--- src/sv/kole_pkg.sv ---
// Package: widths, codes and shared types of the keyed ordered list engine.
`default_nettype none

package kole_pkg;

    localparam int LIST_DEPTH_DEF = 32;

    localparam int OPC_W  = 2;
    localparam int KEY_W  = 10;
    localparam int PAY_W  = 32;
    localparam int STS_W  = 2;
    localparam int SIZE_W = 6;

    localparam logic [OPC_W-1:0] OP_INSERT     = 2'd0;
    localparam logic [OPC_W-1:0] OP_REMOVE     = 2'd1;
    localparam logic [OPC_W-1:0] OP_MOVE_FRONT = 2'd2;
    localparam logic [OPC_W-1:0] OP_EXISTS     = 2'd3;

    localparam logic [STS_W-1:0] ST_OK        = 2'd0;
    localparam logic [STS_W-1:0] ST_NOT_FOUND = 2'd1;
    localparam logic [STS_W-1:0] ST_FULL      = 2'd2;
    localparam logic [STS_W-1:0] ST_EMPTY     = 2'd3;

    typedef struct packed {
        logic [KEY_W-1:0] key;
        logic [PAY_W-1:0] payload;
    } entry_t;

    // broadcast from the sequencer to every cell
    typedef struct packed {
        logic             scan;
        logic             ins;
        logic             rem;
        logic             mtf;
        entry_t           req;
    } cell_ctrl_t;

endpackage

`default_nettype wire

--- src/sv/kole_cell.sv ---
// List cell: one slot plus the match prefix and first-hit carry of the search chain.
`default_nettype none

module kole_cell
    import kole_pkg::*;
(
    input  wire logic       clk,
    input  wire cell_ctrl_t ctrl,
    input  wire logic       occupied,
    input  wire logic       ins_here,
    input  wire logic       prefix_in,
    input  wire entry_t     carry_in,
    input  wire entry_t     left_entry,
    input  wire entry_t     right_entry,
    output entry_t          entry,
    output logic            prefix,
    output entry_t          carry
);

    entry_t entry_reg;
    entry_t entry_next;
    logic   prefix_reg;
    logic   prefix_next;
    entry_t carry_reg;
    entry_t carry_next;
    logic   match;

    always_comb
    begin
        match       = occupied && (entry_reg.key == ctrl.req.key);
        prefix_next = prefix_in | match;
        carry_next  = prefix_in ? carry_in : entry_reg;
    end

    // remove: slots from the hit onward pull from the right
    // move to front: slots up to the hit pull from the left
    always_comb
    begin
        priority if (ctrl.ins && ins_here)
        begin
            entry_next = ctrl.req;
        end
        else if (ctrl.rem && prefix_reg)
        begin
            entry_next = right_entry;
        end
        else if (ctrl.mtf && !prefix_in)
        begin
            entry_next = left_entry;
        end
        else
        begin
            entry_next = entry_reg;
        end
    end

    always_ff @(posedge clk)
    begin
        entry_reg <= entry_next;
        if (ctrl.scan)
        begin
            prefix_reg <= prefix_next;
            carry_reg  <= carry_next;
        end
    end

    assign entry  = entry_reg;
    assign prefix = prefix_reg;
    assign carry  = carry_reg;

endmodule

`default_nettype wire

--- config.mk ---
export PLATFORM = sky130hd
export DESIGN_NAME = kole_cell
export DESIGN_NICKNAME = d
export VERILOG_FILES = /design/src/sv/kole_pkg.sv /design/src/sv/kole_cell.sv
export SDC_FILE = /design/constraint.sdc
export NUM_CORES = 1
export LEC_CHECK = 0
export BUFFER_PORTS_ARGS = -buffer_cell sky130_fd_sc_hd__buf_2
export CORE_MARGIN = 10
export CORE_UTILIZATION = 25
export CTS_BUF_LIST = sky130_fd_sc_hd__clkbuf_8
export DETAILED_ROUTE_END_ITERATION = 16
export HOLD_SLACK_MARGIN = 0.08
export SETUP_SLACK_MARGIN = 0.02
export SYNTH_ARGS = -nofsm -noshare
export SYNTH_HDL_FRONTEND = slang
export SYNTH_SLANG_ARGS = --single-unit
--- constraint.sdc ---
create_clock -name clk -period 2.88 [get_ports clk]
set_clock_uncertainty 0.05 [all_clocks]
set_input_delay 0.144 -clock clk [delete_from_list [all_inputs] [get_ports clk]]
set_output_delay 0.144 -clock clk [all_outputs]
set_load 0.03 [all_outputs]
==> results_dict.tcl <==
set metrics [dict create \
    io_pins 261 \
    setup_violations 0 \
    ctsHoldBuffers 113 \
    cp_max_fo 32 \
    cts_tree "yes" \
    crit_type "flip-flop to flip-flop" \
    multi_input_area_sq_um 1560 \
    total_power_mw 3.34 \
    min_period_ns 2.45 \
    synth_top_cell_by_area "edfxtp_1" \
    relSlewSlack 0.293 \
    swShare 0.300 \
    regArea_sq_um 2550 \
    drive_gt1_frac 0.488 \
    wl_mm 15.5 \
    ff2ff_path_depth 5 \
    grt.busiest_layer "met2" \
    clk_latency_ns 0.37 \
    numCtsBuffers 9 \
    dp_hpwl_mm 11.5 \
    post_synth.cell_area_avg_sq_um 14.8 \
    cellPowerDensity_nw_per_um2 474 \
    rows 47 \
    synthCells 290 \
    cts-resized-gates 0 \
    post-route-drc-count 0 \
    grt_usage 0.131 \
    yosysSeqAreaShare 0.595 \
    maxCapViolCount 0 \
    gp_congestion 0.829 \
    worst_slew_pin_slew_ns 1.06 \
    design_area_sq_um 7050 \
    intPower_mw 2.34 \
    tns_ns 0 \
    clockRootBuffer "clkbuf_8" \
    clock_path_buffers 2 \
    coreArea_sq_um 16700 \
    worstPathArrival_ns 2.52 \
    comb_power_share 0.276 \
    hp-class "input pin to flip-flop" \
    start_util 0.257 \
    fmax_mhz 408 \
    grtUsageMet1 0.129 \
    leakagePower_nw 3.29 \
    crit_path_end_kind "flip-flop" \
    clkPwrFrac 0.256 \
    grt_max_degree 44 \
    fillers 1605 \
    cts_sinks 85 \
    peakVddDrop_uv 218 \
    drtIter0Drc 125 \
    grt_pass1_wl_mm 22.9 \
    placed_cell_area_sq_um 5730 \
    synth_cell_types 19 \
    syn_nets 466 \
    clk_pin_slew_ns 0.08 \
    met2_usage 0.245 \
    drt_pre_antenna_iters 4 \
    rsz0062_at_grt "no" \
    cp.required_ns 2.95 \
    grt_antenna_before_repair 1 \
    avgViaCountPerCell 4.26 \
    status "complete, no violations" \
    htreeDepth 3 \
    slowest_delay_ns 0.56 \
    final_max_slew_viol_count 0 \
    hold_viol 0 \
    netlist_area_sq_um 4290 \
    overflow 0 \
    seqPwrFrac 0.468 \
    placed_cells 757 \
    num_vias 3782 \
    die-area_sq_um 22800 \
    dieHeight_um 151 \
    syn_to_final_growth_pct 64.3 \
    grt_pass1_vias 4260 \
    ant_nets 0 \
    wl_per_cell_um 17.5 \
    synth_warnings 0 \
    synth.top_cells.by_area "edfxtp_1 (59%), mux2_4 (14%), mux2i_1 (9.8%), o21ai_1 (4.5%), nand2_1 (3.8%)" \
    whs_path_depth 3 \
    final_cells 888 \
    start_kind "flip-flop" \
    post-cts-setup-buffer-count 0 \
    period_share 0.851 \
    synth-seq-cells 85 \
    cpMaxStageDelayCell "dlygate4sd3_1" \
    cp_cell_sequence "nand2_4, buf_4, mux2i_1, o21ai_1, dlygate4sd3_1" \
    synth_top_cell_area_share 0.595 \
    finalNetCount 837 \
    port_buffers 260 \
    die_width_um 151 \
    use_met3 0.0403 \
    p_sw_mw 1.00 \
]
==> layer usage <==
layer,part of all wire,wire length (um)
met5,0,0
met4,0.023,361
met3,0.079,1230
met2,0.54,8370
met1,0.36,5560
==> through the flow <==
step                      hold WS [ns]  setup slack, ns  utilization
after floorplan                  0.206            0.619            -
after global placement           0.375             1.02        0.343
after detailed placement         0.376            0.930        0.343
after CTS                       0.0828            0.391        0.422
after global routing             0.105            0.290        0.422
final                            0.103            0.428        0.422
==> critical path: cells and delay by family, from the launching register on <==
kind | cells | cell delay, ns
compound gates | 1 | 0.07
buf+inv | 2 | 0.93
flops | 1 | 0.44
mux | 1 | 0.23
simple gates | 1 | 0.48
==> final cells by class <==
type	count	area share
inverter	1	0.000532
timing repair buffer	378	0.350
tap	220	0.0390
multi-input combinational	186	0.221
clock inverter	7	0.00958
antenna	2	0.000710
sequential	85	0.362
clock buffer	9	0.0176
==> Yosys cell counts (all sizes together) <==
cell / instances
o31ai: 1
xnor2: 10
a21oi: 1
mux2i: 42
clkbuf: 6
mux2: 42
o21ai: 42
edfxtp: 85
nand2: 44
and2: 1
nand4: 2
inv: 1
nand3: 1
buf: 12
==> cells in the final DEF, fill, tap and decap left out <==
cell           instances
buf_2                260
dlygate4sd3_1        113
edfxtp_1              85
mux2i_1               42
nand2_1               42
o21ai_1               39
mux2_4                39
xnor2_1               10
clkbuf_8               9
buf_4                  5
clkinvlp_4             4
o21ai_0                3
mux2_2                 3
diode_2                2
nand4_1                2
inv_1                  2
and2_4                 1
nand2_4                1
nand3_1                1
o31ai_1                1
a21oi_2                1
nand2_2                1
bufinv_16              1
clkinv_1               1
==> cell families (layout without fill, tap and decap cells) <==
logic type,after synthesis,after routing,synth area share
XOR/XNOR,10,10,0.0204
other,0,2,0
AO/OA/AOI/OAI,44,44,0.0528
flip-flops,85,85,0.595
multiplexers,84,84,0.242
AND/OR/NAND/NOR,48,48,0.0463
buffers and inverters,19,395,0.0437
==> final timing paths <==
path                    from        end  slack [ns]
max                   prefix   entry[8]        0.43
max reg2reg           prefix   entry[8]        0.43
min reg2reg        entry[27]  carry[27]        0.51
min          right_entry[12]  entry[12]        0.10
==> power by group through the flow <==
stage	registers, mW	clock network [mW]	logic, mW
global placement	1.59	0	0.770
finish	1.56	0.855	0.922
detailed placement	1.60	0	0.783
CTS	1.57	0.881	0.930
global route	1.58	0.935	0.986
floorplan	1.82	0	0.261
Note: power is estimated with default switching activity, not from simulation.
